--- config.mk ---
export PLATFORM = sky130hd
export DESIGN_NAME = small_fast_prng_with_warmup_core
export DESIGN_NICKNAME = d
export VERILOG_FILES = /design/src/rtl/core/sfpw_pkg.sv /design/src/rtl/core/small_fast_prng_with_warmup_core.sv /design/src/rtl/core/sfpw_ctrl.sv /design/src/rtl/core/sfpw_dp.sv
export SDC_FILE = /design/constraint.sdc
export NUM_CORES = 1
export LEC_CHECK = 0
export BUFFER_PORTS_ARGS = -buffer_cell sky130_fd_sc_hd__buf_2
export CAP_MARGIN = 20
export CORE_ASPECT_RATIO = 1.4
export CORE_MARGIN = 5
export CORE_UTILIZATION = 61
export CTS_CLUSTER_SIZE = 16
export DETAILED_ROUTE_END_ITERATION = 8
export HOLD_SLACK_MARGIN = 0.05
export PLACE_DENSITY = 0.87
export SYNTH_ARGS = -nofsm -noshare
export SYNTH_HDL_FRONTEND = slang
export SYNTH_HIERARCHICAL = 1
export SYNTH_SLANG_ARGS = --single-unit
--- constraint.sdc ---
create_clock -name clk -period 5.3 [get_ports clk]
set_input_delay 0 -clock clk [delete_from_list [all_inputs] [get_ports clk]]
set_output_delay 0 -clock clk [all_outputs]
set_load 0.02 [all_outputs]
--- src/rtl/core/sfpw_pkg.sv ---
// Shared types, codes and the step function of the small fast generator.
package sfpw_pkg;

	localparam int unsigned WordW = 32;
	localparam int unsigned CntW = 9;
	localparam logic [WordW-1:0] InitA = 32'hf1ea5eed;

	localparam logic REQ_NEXT = 1'b0;
	localparam logic REQ_SEED = 1'b1;

	typedef enum logic [1:0] {
		ST_IDLE,
		ST_CHECK,
		ST_PASS
	} state_t;

	typedef struct packed {
		logic [WordW-1:0] a;
		logic [WordW-1:0] b;
		logic [WordW-1:0] c;
		logic [WordW-1:0] d;
	} words_t;

	typedef struct packed {
		logic load;
		logic step;
		logic cnt_inc;
		logic capture;
	} cmd_t;

	typedef struct packed {
		logic cnt_lt;
	} status_t;

	function automatic words_t sfpw_step(words_t w);
		words_t r;
		logic [WordW-1:0] e;
		e = w.a - {w.b[4:0], w.b[31:5]};
		r.a = w.b ^ {w.c[14:0], w.c[31:15]};
		r.b = w.c + w.d;
		r.c = w.d + e;
		r.d = e + r.a;
		return r;
	endfunction

endpackage

--- src/rtl/core/small_fast_prng_with_warmup_core.sv ---
// Top level of the small fast generator with seeded warm-up.
//   channel | direction | handshake          | payload
//   in      | input     | in_valid/in_stall   | req_type, seed_value
//   out     | output    | out_valid/out_stall | random_value
// A next request steps the state; the value waits in an output register.
// A seed request loads the state, then runs warm-up check-and-pass rounds of
// the single step unit until the count is no longer below word d[7:0].
// Reset clears all state words, so unseeded requests return zero.
// in_stall is high during warm-up and while a held result is stalled.
module small_fast_prng_with_warmup_core (
	input  logic        clk,
	input  logic        arst_n,
	input  logic        in_valid,
	output logic        in_stall,
	input  logic        req_type,
	input  logic [31:0] seed_value,
	output logic        out_valid,
	input  logic        out_stall,
	output logic [31:0] random_value
);

	sfpw_pkg::cmd_t cmd;
	sfpw_pkg::status_t sts;

	sfpw_ctrl u_ctrl (
		.clk       (clk),
		.arst_n    (arst_n),
		.in_valid  (in_valid),
		.in_stall  (in_stall),
		.req_type  (req_type),
		.out_valid (out_valid),
		.out_stall (out_stall),
		.cmd       (cmd),
		.sts       (sts)
	);

	sfpw_dp u_dp (
		.clk          (clk),
		.arst_n       (arst_n),
		.cmd          (cmd),
		.sts          (sts),
		.seed_value   (seed_value),
		.random_value (random_value)
	);

endmodule

--- src/rtl/core/sfpw_ctrl.sv ---
// Controller: request decode, warm-up sequencing and output valid.
module sfpw_ctrl (
	input  logic             clk,
	input  logic             arst_n,
	input  logic             in_valid,
	output logic             in_stall,
	input  logic             req_type,
	output logic             out_valid,
	input  logic             out_stall,
	output sfpw_pkg::cmd_t   cmd,
	input  sfpw_pkg::status_t sts
);

	sfpw_pkg::state_t state_q, state_nx;
	logic out_valid_q;
	logic in_xfer;

	assign in_stall = (state_q != sfpw_pkg::ST_IDLE) || (out_valid_q && out_stall);
	assign in_xfer = in_valid && !in_stall;
	assign out_valid = out_valid_q;

	always_comb begin
		state_nx = state_q;
		case (state_q)
			sfpw_pkg::ST_IDLE: begin
				if (in_xfer && req_type == sfpw_pkg::REQ_SEED) state_nx = sfpw_pkg::ST_CHECK;
			end
			sfpw_pkg::ST_CHECK: state_nx = sfpw_pkg::ST_PASS;
			sfpw_pkg::ST_PASS: begin
				state_nx = sts.cnt_lt ? sfpw_pkg::ST_CHECK : sfpw_pkg::ST_IDLE;
			end
			default: state_nx = sfpw_pkg::ST_IDLE;
		endcase
	end

	always_comb begin
		cmd = '0;
		case (state_q)
			sfpw_pkg::ST_IDLE: begin
				cmd.load = in_xfer && req_type == sfpw_pkg::REQ_SEED;
				cmd.step = in_xfer && req_type == sfpw_pkg::REQ_NEXT;
				cmd.capture = in_xfer && req_type == sfpw_pkg::REQ_NEXT;
			end
			sfpw_pkg::ST_CHECK: cmd.step = 1'b1;
			sfpw_pkg::ST_PASS: begin
				cmd.step = sts.cnt_lt;
				cmd.cnt_inc = sts.cnt_lt;
			end
			default: cmd = '0;
		endcase
	end

	always_ff @(posedge clk or negedge arst_n) begin
		if (!arst_n) begin
			state_q <= sfpw_pkg::ST_IDLE;
			out_valid_q <= 1'b0;
		end else begin
			state_q <= state_nx;
			if (cmd.capture) out_valid_q <= 1'b1;
			else if (out_valid_q && !out_stall) out_valid_q <= 1'b0;
		end
	end

endmodule

--- src/rtl/core/sfpw_dp.sv ---
// Datapath: state words, warm-up counter and result register.
module sfpw_dp (
	input  logic                          clk,
	input  logic                          arst_n,
	input  sfpw_pkg::cmd_t                cmd,
	output sfpw_pkg::status_t             sts,
	input  logic [sfpw_pkg::WordW-1:0]    seed_value,
	output logic [sfpw_pkg::WordW-1:0]    random_value
);

	sfpw_pkg::words_t words_q, words_nx;
	logic [sfpw_pkg::CntW-1:0] cnt_q;
	logic [sfpw_pkg::WordW-1:0] result_q;

	assign words_nx = sfpw_pkg::sfpw_step(words_q);
	assign sts.cnt_lt = cnt_q < {1'b0, words_q.d[7:0]};
	assign random_value = result_q;

	always_ff @(posedge clk or negedge arst_n) begin
		if (!arst_n) begin
			words_q <= '0;
			cnt_q <= '0;
		end else begin
			if (cmd.load) begin
				words_q.a <= sfpw_pkg::InitA;
				words_q.b <= seed_value;
				words_q.c <= seed_value;
				words_q.d <= seed_value;
				cnt_q <= '0;
			end else begin
				if (cmd.step) words_q <= words_nx;
				if (cmd.cnt_inc) cnt_q <= cnt_q + sfpw_pkg::CntW'(1);
			end
		end
	end

	always_ff @(posedge clk) begin
		if (cmd.capture) result_q <= words_nx.d;
	end

endmodule

==> impl_results.md, run 1 <==
* Outcome: completed
* Startpoint types: flip-flop
* Ports at 71
* Crit path cell chain: ha_1, inv_1, fa_1, a21o_1, nand3_1, a2111o_1, a21oi_2, o211ai_1, and2_1, o21bai_1, a21oi_1, xnor2_1, ha_1, a21o_1, a21o_1, a21oi_1, nor2b_1, o211ai_1, a21oi_1, nor3_2, xor3_1, a221o_1
* Die height at approximately 190 microns
* Cell count of the worst reg-to-reg path at 22
* DR iter-0 viols at 1,366
* Post-DR wirelength/cell at 24.0 microns
* Crit path largest cell delay at 0.51 ns
* Initial antenna violation count at 0
* Cell taking the most area after synthesis: dfrtp_1
* Layout cells sized above 1 at 10.1%
* Slew Limit Headroom at between 30% and 40%
* Post-Syn Instances at 1,620
* Synth Flop Type: dfrtp_1
* DRC at 0
* Count of final max-slew check failures at 0
* Filler cell count at 1,791
* Pin count of the biggest net entering global routing at 149
* GR Overflow Total at 0
* CTS Sinks at 172
* Clock-pin slew on the worst setup and hold paths at ~0.07 ns
* Max Freq at ~200 MHz
* Yosys cell types at 80
* Clk_skew at 0.0108 ns
* Worst slew pin tran at between 0.9 and 1 ns
* GPL Wtd Cong at ~1.0
* Min-Delay Path Class: input pin to flip-flop
* Post-synth EDFFs at 32
* Port-buffer cells at 70
* Final hold vios at 0
* Final min period at 5.12 ns
* Most frequent cells after synthesis: nor2_1, a21oi_1, dfrtp_1
* Final WL at just under 50 mm
* CTS tree: yes
* Hold-critical path depth at 4
* Yosys top cell area share at 25.1%
* CTS H-tree lvls at 4
* Synth async-reset ratio at 81.4%
* Clk Latency, worst-skew pair at about 0.44 ns
* Slowest cell on the critical path: a2111o_1
* Post-DP HPWL at 36.9 mm
* Avg Vias per Cell at between 6 and 7
* Via count at 13,400
* Synth-to-layout area growth at 13.0%
* Post-route ant nets at 0
* Syn Nets at 1,798
* Crit path max fanout at 6
* Avg Cell Area, Syn at 8.61 sq um
* Die Span X at 138 microns
* CP Data Required Time at 5.62 ns
* Die area at 26,000 sq um
* Initial core utilization at about 62%
* Yosys warns at 6
* Root buffer cell: clkbuf_16
* CTS buffer count at 17
* Worst Path Arrival at 5.44 ns
* ANT cells at 0
* Critical Path End Type: flip-flop
* Sequential-to-total area share from yosys stat at about a third
* Max_cap viols at 0
* CTS Buffer Depth at 2
* Synth area leaders: dfrtp_1, ha_1, edfxtp_1, a21oi_1, nor2_1
* Vias in the first global route at around 13,000
* Yosys reg bits at about 170
* Cell with the most instances after synthesis: nor2_1
* Nets at 1,890
* Dpl ws at around 0.0043 ns
* Min setup slack post-route at 0.180 ns
* First-pass GRT wire length at 74.4 mm
* Cell row count at 65
* Core Region at 22,500 sq um
* Syn Std Cell Area at 13,900 sq um
* Critical path class: flip-flop to flip-flop
* Pre-Repair DR Iteration Count at 5
* Setup Viol. Count Final at 0
* GRT Util Overall at 37.7%
* Tcrit/Tclk final at between 90 and 100%
-- final timing paths --
path,from,endpoint,slack (ns)
hold reg to reg,u_dp/words_q[124],u_dp/words_q[124],0.55
min in group asynchronous,arst_n,u_dp/words_q[26],0.53
hold / removal,seed_value[2],u_dp/words_q[34],0.33
max in group asynchronous,arst_n,u_dp/words_q[23],3.89
setup reg to reg,u_dp/words_q[69],u_dp/words_q[31],0.18
setup / recovery,u_dp/words_q[69],u_dp/words_q[31],0.18
-- cell type report --
cell class                 instances  area [sq um]  area share [%]
multi-input combinational       1306          9030            57.3
timing repair buffer             139          1000            6.38
clock inverter                    11           141           0.897
sequential                       172          4460            28.3
tap                              301           377            2.39
clock buffer                      21           450            2.86
inverter                          76           287            1.82
-- registers in the layout (all words and copies together), names as in the netlist --
signal,cells
u_ctrl/out_valid,1
u_ctrl/state_q,2
u_dp/random_value,32
u_dp/cnt_q,9
u_dp/words_q,128
-- kinds of logic (layout without fill, tap and decap cells) --
group / after synthesis / after routing / share of synthesized area [%]
flip-flops: 172 / 172 / 32.0
XOR/XNOR: 129 / 129 / 8.31
multiplexers: 33 / 33 / 2.39
AO/OA/AOI/OAI: 525 / 525 / 24.5
AND/OR/NAND/NOR: 478 / 478 / 16.1
buffers and inverters: 142 / 247 / 3.86
adder cells (fa/ha/maj): 141 / 141 / 12.9
-- per-stage QoR --
step	TNS, ns	hold slack, ns	utilization, %	instance area (sq um)	instances
floorplan	0	-0.296	-	13900	1620
global placement	0	0.196	65.2	14700	1954
detailed placement	0	0.209	65.2	14700	1954
CTS	0	0.304	69.6	15700	2024
global route	-0.0320	0.383	69.9	15800	2026
finish	0	0.331	69.9	15800	2026
-- repair_timing --
action                                  CTS  global route
endpoints found under the setup margin    1            13
resized for setup                         1            15
hold buffers                             38             1
setup buffers                             0             0
hold endpoints to repair                198             6
pin swaps                                 0             1
-- critical path: cells and delay by family (launching register included) --
family / cells / cell delay (ns)
AO/OA/AOI/OAI: 12 / 2.46
XOR/XNOR: 2 / 0.60
adder cells (fa/ha/maj): 3 / 0.77
buffers and inverters: 1 / 0.07
flip-flops: 1 / 0.41
AND/OR/NAND/NOR: 4 / 0.70
-- cells in the final DEF (no fill, tap or decap), drive strengths merged, types with 5 or more instances in the layout --
| cell type | n |
|---|---|
| a2111oi | 6 |
| a211o | 7 |
| a211oi | 40 |
| a21o | 70 |
| a21oi | 165 |
| a221o | 6 |
| a31oi | 18 |
| and2 | 9 |
| and3 | 14 |
| and4 | 6 |
| buf | 100 |
| clkbuf | 21 |
| clkinv | 5 |
| dfrtp | 140 |
| dlygate4sd3 | 39 |
| edfxtp | 32 |
| ha | 137 |
| inv | 77 |
| mux2i | 31 |
| nand2 | 104 |
| nand2b | 18 |
| nand3 | 30 |
| nand3b | 5 |
| nand4 | 19 |
| nor2 | 175 |
| nor2b | 16 |
| nor3 | 42 |
| nor3b | 6 |
| o2111ai | 5 |
| o211ai | 11 |
| o21a | 14 |
| o21ai | 103 |
| o21bai | 21 |
| o22ai | 5 |
| o31ai | 14 |
| or2 | 9 |
| or3 | 20 |
| xnor2 | 63 |
| xor2 | 64 |
-- per-layer routing --
| metal | track usage, % | share of wire (%) | up-vias |
|---|---|---|---|
| li1 | - | - | 6082 |
| met1 | 43.8 | 36 | 6297 |
| met2 | 60.7 | 47 | 775 |
| met3 | 6.41 | 7.9 | 245 |
| met4 | 29.6 | 9.8 | 0 |
| met5 | 0 | 0 | - |
Power of run 1 is not shown: default switching activity piles up to over one toggle a cycle in this logic, so the estimate is an artifact.
==> run 2, diff against run 1 <==
--- a/config.mk
+++ b/config.mk
@@ -12,8 +12,10 @@
 export CORE_UTILIZATION = 61
 export CTS_CLUSTER_SIZE = 16
 export DETAILED_ROUTE_END_ITERATION = 8
+export GPL_TIMING_DRIVEN = 0
 export HOLD_SLACK_MARGIN = 0.05
 export PLACE_DENSITY = 0.87
+export RECOVER_POWER = 25
 export SYNTH_ARGS = -nofsm -noshare
 export SYNTH_HDL_FRONTEND = slang
 export SYNTH_HIERARCHICAL = 1
==> run 2 against run 1 <==
  * The run now ends with max-capacitance violations, max-slew violations left
  * Clock skew is 0.0029 ns lower
  * First-iteration DRC count is 13% higher
  * Worst setup slack worse by 0.11 ns
  * Critical endpoint is now u_dp/words_q[30]
==> impl_results.md, run 2 (synthesis results as in run 1) <==
* Outcome: finished, violations left
* Failing checks: max-capacitance violations, max-slew violations
* Clk Latency, worst-skew pair at 0.44 ns (about the same)
* Max_cap viols at 1 (+1)
* Critical Path End Type: flip-flop
* Synth-to-layout area growth at 14.1%
* Final hold vios at 0 (unchanged)
* Initial antenna violation count at 0 (unchanged)
* CP Data Required Time at 5.62 ns (about the same)
* Non-Filler Instances at 2,058 (+1.6%)
* Post-route ant nets at 0 (unchanged)
* GPL Wtd Cong at 1.04 (+0.68%)
* Root buffer cell: clkbuf_16
* Die Span X at 138 microns (unchanged)
* Ports at 71 (unchanged)
* Via count at 13,800 (+3.1%)
* Initial core utilization at 61.9% (unchanged)
* DR iter-0 viols at 1,540 (+13%)
* Critical path class: flip-flop to flip-flop
* First-pass GRT wire length at 79.6 mm (+6.9%)
* Post-DP HPWL at 41.1 mm (+11%)
* Clk_skew at 0.00795 ns (-0.00285 ns)
* Die height at 189 microns (unchanged)
* Min-Delay Path Class: input pin to flip-flop
* Setup TNS at 0 ns (unchanged)
* CTS buffer count at 17 (unchanged)
* Avg Vias per Cell at 6.71 (+1.5%)
* Startpoint types: flip-flop
* ANT cells at 0 (unchanged)
* Port-buffer cells at 70 (unchanged)
* Slew Limit Headroom at -176% (-220 points)
* CTS tree: yes
* CTS H-tree lvls at 4 (unchanged)
* Top reg by flops: u_dp/words_q
* Crit path max fanout at 8 (+2)
* Worst slew pin tran at 4.14 ns (+3.23 ns)
* Core Region at 22,500 sq um (unchanged)
* GR Overflow Total at 0 (unchanged)
* Max Freq at 191 MHz (-2.1%)
* Pre-Repair DR Iteration Count at 6 (+1)
* Nets at 1,922 (+1.7%)
* Final WL at 53.8 mm (+11%)
* Placed cells at 1,993 (+2.0%)
* Layout cells sized above 1 at 9.68% (-0.47 points)
* Most common cell after layout, fill and taps aside: nor2_1
* Clock-pin slew on the worst setup and hold paths at 0.07 ns (about the same)
* Setup Viol. Count Final at 0 (unchanged)
* Post-DR wirelength/cell at 26.2 microns (+8.9%)
* Count of final max-slew check failures at 84 (+84)
* CTS Sinks at 172 (unchanged)
* Worst Path Arrival at 5.55 ns (+0.11 ns)
* Pin count of the biggest net entering global routing at 85 (-43%)
* Cell row count at 65 (unchanged)
* Final min period at 5.23 ns (+0.111 ns)
* Most frequent cells in the layout: nor2_1, a21oi_1, dfrtp_1, ha_1, nand2_1
* Die area at 26,000 sq um (unchanged)
* GRT Util Overall at 41.3% (+3.7 points)
* Largest register FFs at 128 (unchanged)
* CTS Buffer Depth at 2 (unchanged)
* Tcrit/Tclk final at 98.7% (+2.1 points)
* DRC at 0 (unchanged)
* Vias in the first global route at 13,500 (+3.4%)
==> run 2: cell types whose count changed in the layout (fill, tap and decap cells not counted), moves of 3 or more <==
cell,delta
ha_2,+3
buf_1,+12
xnor2_2,+6
buf_2,-6
inv_4,+3
xor2_1,-4
xor2_2,+4
buf_4,-25
ha_1,-3
dlygate4sd3_1,-3
xnor2_1,-6
clkbuf_1,+51
==> run 2: layer usage <==
metal / vias to the layer above / GRT usage, % / share of wire [%]
met5: - / 0 / 0
met4: 0 / 40.1 / 12
met1: 6452 / 46.9 / 35
met2: 916 / 62.8 / 44
met3: 308 / 8.69 / 9.1
li1: 6140 / - / -
==> run 2: repair_timing <==
item,4_1_cts,5_1_grt
buffers inserted,0,3
pin swaps,0,11
hold buffers,36,0
setup endpoints to repair,16,26
gates resized for setup,13,35
hold endpoints to repair,177,0
==> run 2: final timing paths <==
path	to	slack, ns	cells past startpoint	from
worst max-delay path	u_dp/words_q[30]	0.07	20	u_dp/words_q[73]
worst min-delay path	u_dp/words_q[55]	0.1	4	seed_value[23]
worst max register to register	u_dp/words_q[30]	0.07	20	u_dp/words_q[73]
worst min register to register	u_dp/words_q[121]	0.56	2	u_dp/words_q[121]
max in group asynchronous	u_dp/words_q[7]	1.24	2	arst_n
min in group asynchronous	u_dp/words_q[23]	1.71	2	arst_n
==> run 2: final cells by class <==
| class | instances | area, sq um |
|---|---|---|
| Buffer | 60 | 230 |
| Clock buffer | 20 | 467 |
| Clock inverter | 12 | 131 |
| Fill cell | 1842 | 6610 |
| Inverter | 76 | 285 |
| Multi-Input combinational cell | 1306 | 9180 |
| Sequential cell | 172 | 4460 |
| Tap cell | 301 | 377 |
| Timing Repair Buffer | 111 | 779 |
==> run 2: per-stage QoR <==
stage          hold slack (ns)  worst slack, ns  instance area [sq um]  utilization (%)
6_report                0.0990           0.0688                  15900             70.7
4_1_cts                 0.0571           -0.166                  15800             69.9
5_1_grt                 0.0810          -0.0548                  15900             70.7
2_1_floorplan           -0.296            0.796                  13900                -
3_5_place_dp             0.136           -0.557                  14700             65.4
3_3_place_gp             0.232           -0.523                  14700             65.1
==> run 2: worst max-delay path, stage by stage, from the launching register on <==
cell and delay, ns:
dfrtp_1 0.39, inv_1 0.06, ha_1 0.41, a21oi_1 0.29, nand2_1 0.10, o21ai_0 0.29, o21ai_1 0.18, a21o_1 0.22
a21oi_1 0.17, xnor2_1 0.19, ha_1 0.28, clkbuf_1 0.21, a21o_1 0.22, a21oi_1 0.19, o211ai_1 0.10, o21ai_0 0.40
o21ai_1 0.28, a21oi_1 0.43, o21ai_0 0.27, mux2i_1 0.34, nor2_1 0.09
Power of run 2 is left out for the same reason.
==> run 3, diff against run 2 <==
--- a/config.mk
+++ b/config.mk
@@ -7,14 +7,16 @@
 export LEC_CHECK = 0
 export BUFFER_PORTS_ARGS = -buffer_cell sky130_fd_sc_hd__buf_2
 export CAP_MARGIN = 20
+export CELL_PAD_IN_SITES_DETAIL_PLACEMENT = 1
+export CELL_PAD_IN_SITES_GLOBAL_PLACEMENT = 1
 export CORE_ASPECT_RATIO = 1.4
 export CORE_MARGIN = 5
-export CORE_UTILIZATION = 61
+export CORE_UTILIZATION = 48
 export CTS_CLUSTER_SIZE = 16
 export DETAILED_ROUTE_END_ITERATION = 8
 export GPL_TIMING_DRIVEN = 0
 export HOLD_SLACK_MARGIN = 0.05
-export PLACE_DENSITY = 0.87
+export PLACE_DENSITY = 0.89
 export RECOVER_POWER = 25
 export SYNTH_ARGS = -nofsm -noshare
 export SYNTH_HDL_FRONTEND = slang
==> run 3 against run 2 <==
  * The run ends with max-capacitance violations, max-slew violations, negative setup slack left
  * Clock skew increased by 0.0025 ns
  * Via count increased by 3.1%
  * Critical path depth increased by 1
==> impl_results.md, run 3 (synthesis results as in run 1) <==
* First-pass GRT wire length at 91.4 mm (+15%)
* CP Data Required Time at 5.64 ns (+0.02 ns)
* Cell count of the worst reg-to-reg path at 21 (+5.0%)
* Root buffer cell: clkbuf_16
* Port-buffer cells at 70 (unchanged)
* Max Freq at 187 MHz (-2.1%)
* Post-DP HPWL at 46.9 mm (+14%)
* Post-route ant nets at 0 (unchanged)
* Post-DP Area at 14,800 sq um (+0.58%)
* Synth-to-layout area growth at 15.5%
* Hold Crit Start: req_type
* CTS Sinks at 172 (unchanged)
* CTS buffer count at 17 (unchanged)
* CTS H-tree lvls at 4 (unchanged)
* Die area at 32,600 sq um (+25%)
* Reg2reg end: u_dp/words_q[31]
* Cell row count at 73 (+12%)
* Max_cap viols at 1 (unchanged)
* Pre-Repair DR Iteration Count at 5 (-1)
* GPL Wtd Cong at 1.00 (-3.7%)
* Worst slew pin tran at 3.68 ns (-0.461 ns)
* RSZ-0062 raised after global routing: true
* Most frequent cells in the layout: nor2_1, a21oi_1, dfrtp_1, ha_1, nand2_1
* Final WL at 62.0 mm (+15%)
* Final hold vios at 0 (unchanged)
* R2R Setup Slk at -0.05 ns (-0.11 ns)
* Final Cell Area at 16,100 sq um (+1.2%)
* Layout cells sized above 1 at 9.42% (-0.25 points)
* Filler cell count at 3,411 (+85%)
* Count of final max-slew check failures at 61 (-27%)
* Failing checks: max-capacitance violations, max-slew violations, negative setup slack
* Crit path max fanout at 7 (-1)
* Final min period at 5.35 ns (+0.114 ns)
* Nets at 1,937 (+0.78%)
* Clock-pin slew on the worst setup and hold paths at 0.07 ns (about the same)
* Core Region at 28,600 sq um (+27%)
* GR Overflow Total at 0 (unchanged)
* Pin count of the biggest net entering global routing at 81 (-4.7%)
* Top reg by flops: u_dp/words_q
* CTS Buffer Depth at 2 (unchanged)
* Critical path class: flip-flop to flip-flop
* Via count at 14,200 (+3.1%)
* DRC at 0 (unchanged)
* Min-Delay Path Class: input pin to flip-flop
* Avg Vias per Cell at 6.63 (-1.2%)
* Worst r2r src: u_dp/words_q[69]
* Worst hold endpoint: u_dp/random_value[23]
* Initial core utilization at 48.8% (-13 points)
* Setup Viol. Count Final at 1 (+1)
* Startpoint types: flip-flop
* Min setup slack post-route at -0.0455 ns (-0.114 ns)
* Finished Core Util at 56.3% (-14 points)
* Outcome: finished, violations left
* Critical Path End Type: flip-flop
* Clk Latency, worst-skew pair at 0.46 ns (+0.02 ns)
* Initial antenna violation count at 3 (+3)
* Hold-critical path depth at 3 (-1)
* Most common cell after layout, fill and taps aside: nor2_1
* CTS tree: yes
* DR iter-0 viols at 1,344 (-13%)
* Slew Limit Headroom at -145% (+31 points)
* Post-DR wirelength/cell at 28.8 microns (+10%)
* Ports at 71 (unchanged)
* Clk_skew at 0.0104 ns (+0.00250 ns)
* GRT Util Overall at 37.2% (-4.1 points)
* Largest register FFs at 128 (unchanged)
* Die Span X at 154 microns (+12%)
* Setup TNS at -0.0455 ns (-0.0455 ns)
* Tcrit/Tclk final at 101% (+2.2 points)
* Vias in the first global route at 14,800 (+9.4%)
* Die height at 212 microns (+12%)
* Worst Path Arrival at 5.68 ns (+0.13 ns)
-- run 3: cell count changes in the layout (fill, tap and decap cells not counted), sizes merged --
| cell | before | now |
|---|---|---|
| clkbuf | 74 | 100 |
| buf | 80 | 68 |
| diode | 0 | 2 |
| clkinv | 3 | 4 |
| dlygate4sd2 | 1 | 0 |
| dlygate4sd3 | 36 | 37 |
-- run 3: worst max-delay path, stage by stage, from the launching register on --
cell       delay (ns)
dfrtp_1          0.41
ha_1             0.24
inv_1            0.09
fa_2             0.23
a21o_1           0.18
nand3_2          0.15
a2111o_1         0.46
buf_4            0.17
a21oi_4          0.20
o211ai_1         0.20
buf_4            0.18
a21oi_2          0.25
xor2_1           0.44
ha_1             0.20
clkbuf_1         0.31
nand3_1          0.15
nor2b_1          0.17
nand2_1          0.11
a2111oi_2        0.36
nor3_2           0.10
xor3_2           0.28
a221o_1          0.34
-- run 3: area by class of cell --
cell class | instances | area, sq um | share of cell area, %
Sequential cell | 172 | 4470 | 27.7
Multi-Input combinational cell | 1306 | 9210 | 57.2
Tap cell | 375 | 469 | 2.91
Clock buffer | 19 | 443 | 2.75
Buffer | 64 | 246 | 1.53
Timing Repair Buffer | 122 | 825 | 5.12
Antenna cell | 2 | 5.00 | 0.0311
Clock inverter | 13 | 151 | 0.940
Inverter | 76 | 285 | 1.77
-- run 3: layer usage --
layer	track usage [%]	wire [microns]	up-vias
li1	-	-	6154
met1	41.0	22000	7051
met2	61.4	29200	741
met3	6.22	4190	299
met4	33.3	6610	2
met5	0	7	-
-- run 3: timing repair --
item,in CTS,in global routing
gates cloned,0,0
buffers inserted,3,10
gates resized for setup,29,33
pin swaps,4,13
endpoints found under the hold margin,158,0
hold buffers,37,0
setup endpoints to repair,26,26
-- run 3: how the worst max path moves through the flow --
| stage | start | endpoint | slack (ns) | cells after the start |
|---|---|---|---|---|
| floorplan | u_dp/words_q[74] | u_dp/words_q[31] | 0.80 | 19 |
| global placement | u_dp/words_q[73] | u_dp/words_q[31] | -0.45 | 19 |
| detailed placement | u_dp/words_q[73] | u_dp/words_q[31] | -0.61 | 19 |
| CTS | u_dp/words_q[69] | u_dp/words_q[31] | 0.001 | 22 |
| global route | u_dp/words_q[69] | u_dp/words_q[31] | -0.19 | 21 |
| finish | u_dp/words_q[69] | u_dp/words_q[31] | -0.05 | 21 |
-- run 3: metrics by stage --
| step | setup slack (ns) | cells | hold slack (ns) |
|---|---|---|---|
| global placement | -0.454 | 2065 | 0.234 |
| global route | -0.189 | 2147 | 0.202 |
| finish | -0.0455 | 2149 | 0.196 |
| CTS | 0.00126 | 2138 | 0.108 |
| detailed placement | -0.612 | 2067 | 0.0312 |
| floorplan | 0.796 | 1620 | -0.296 |
Power of run 3 is left out for the same reason.
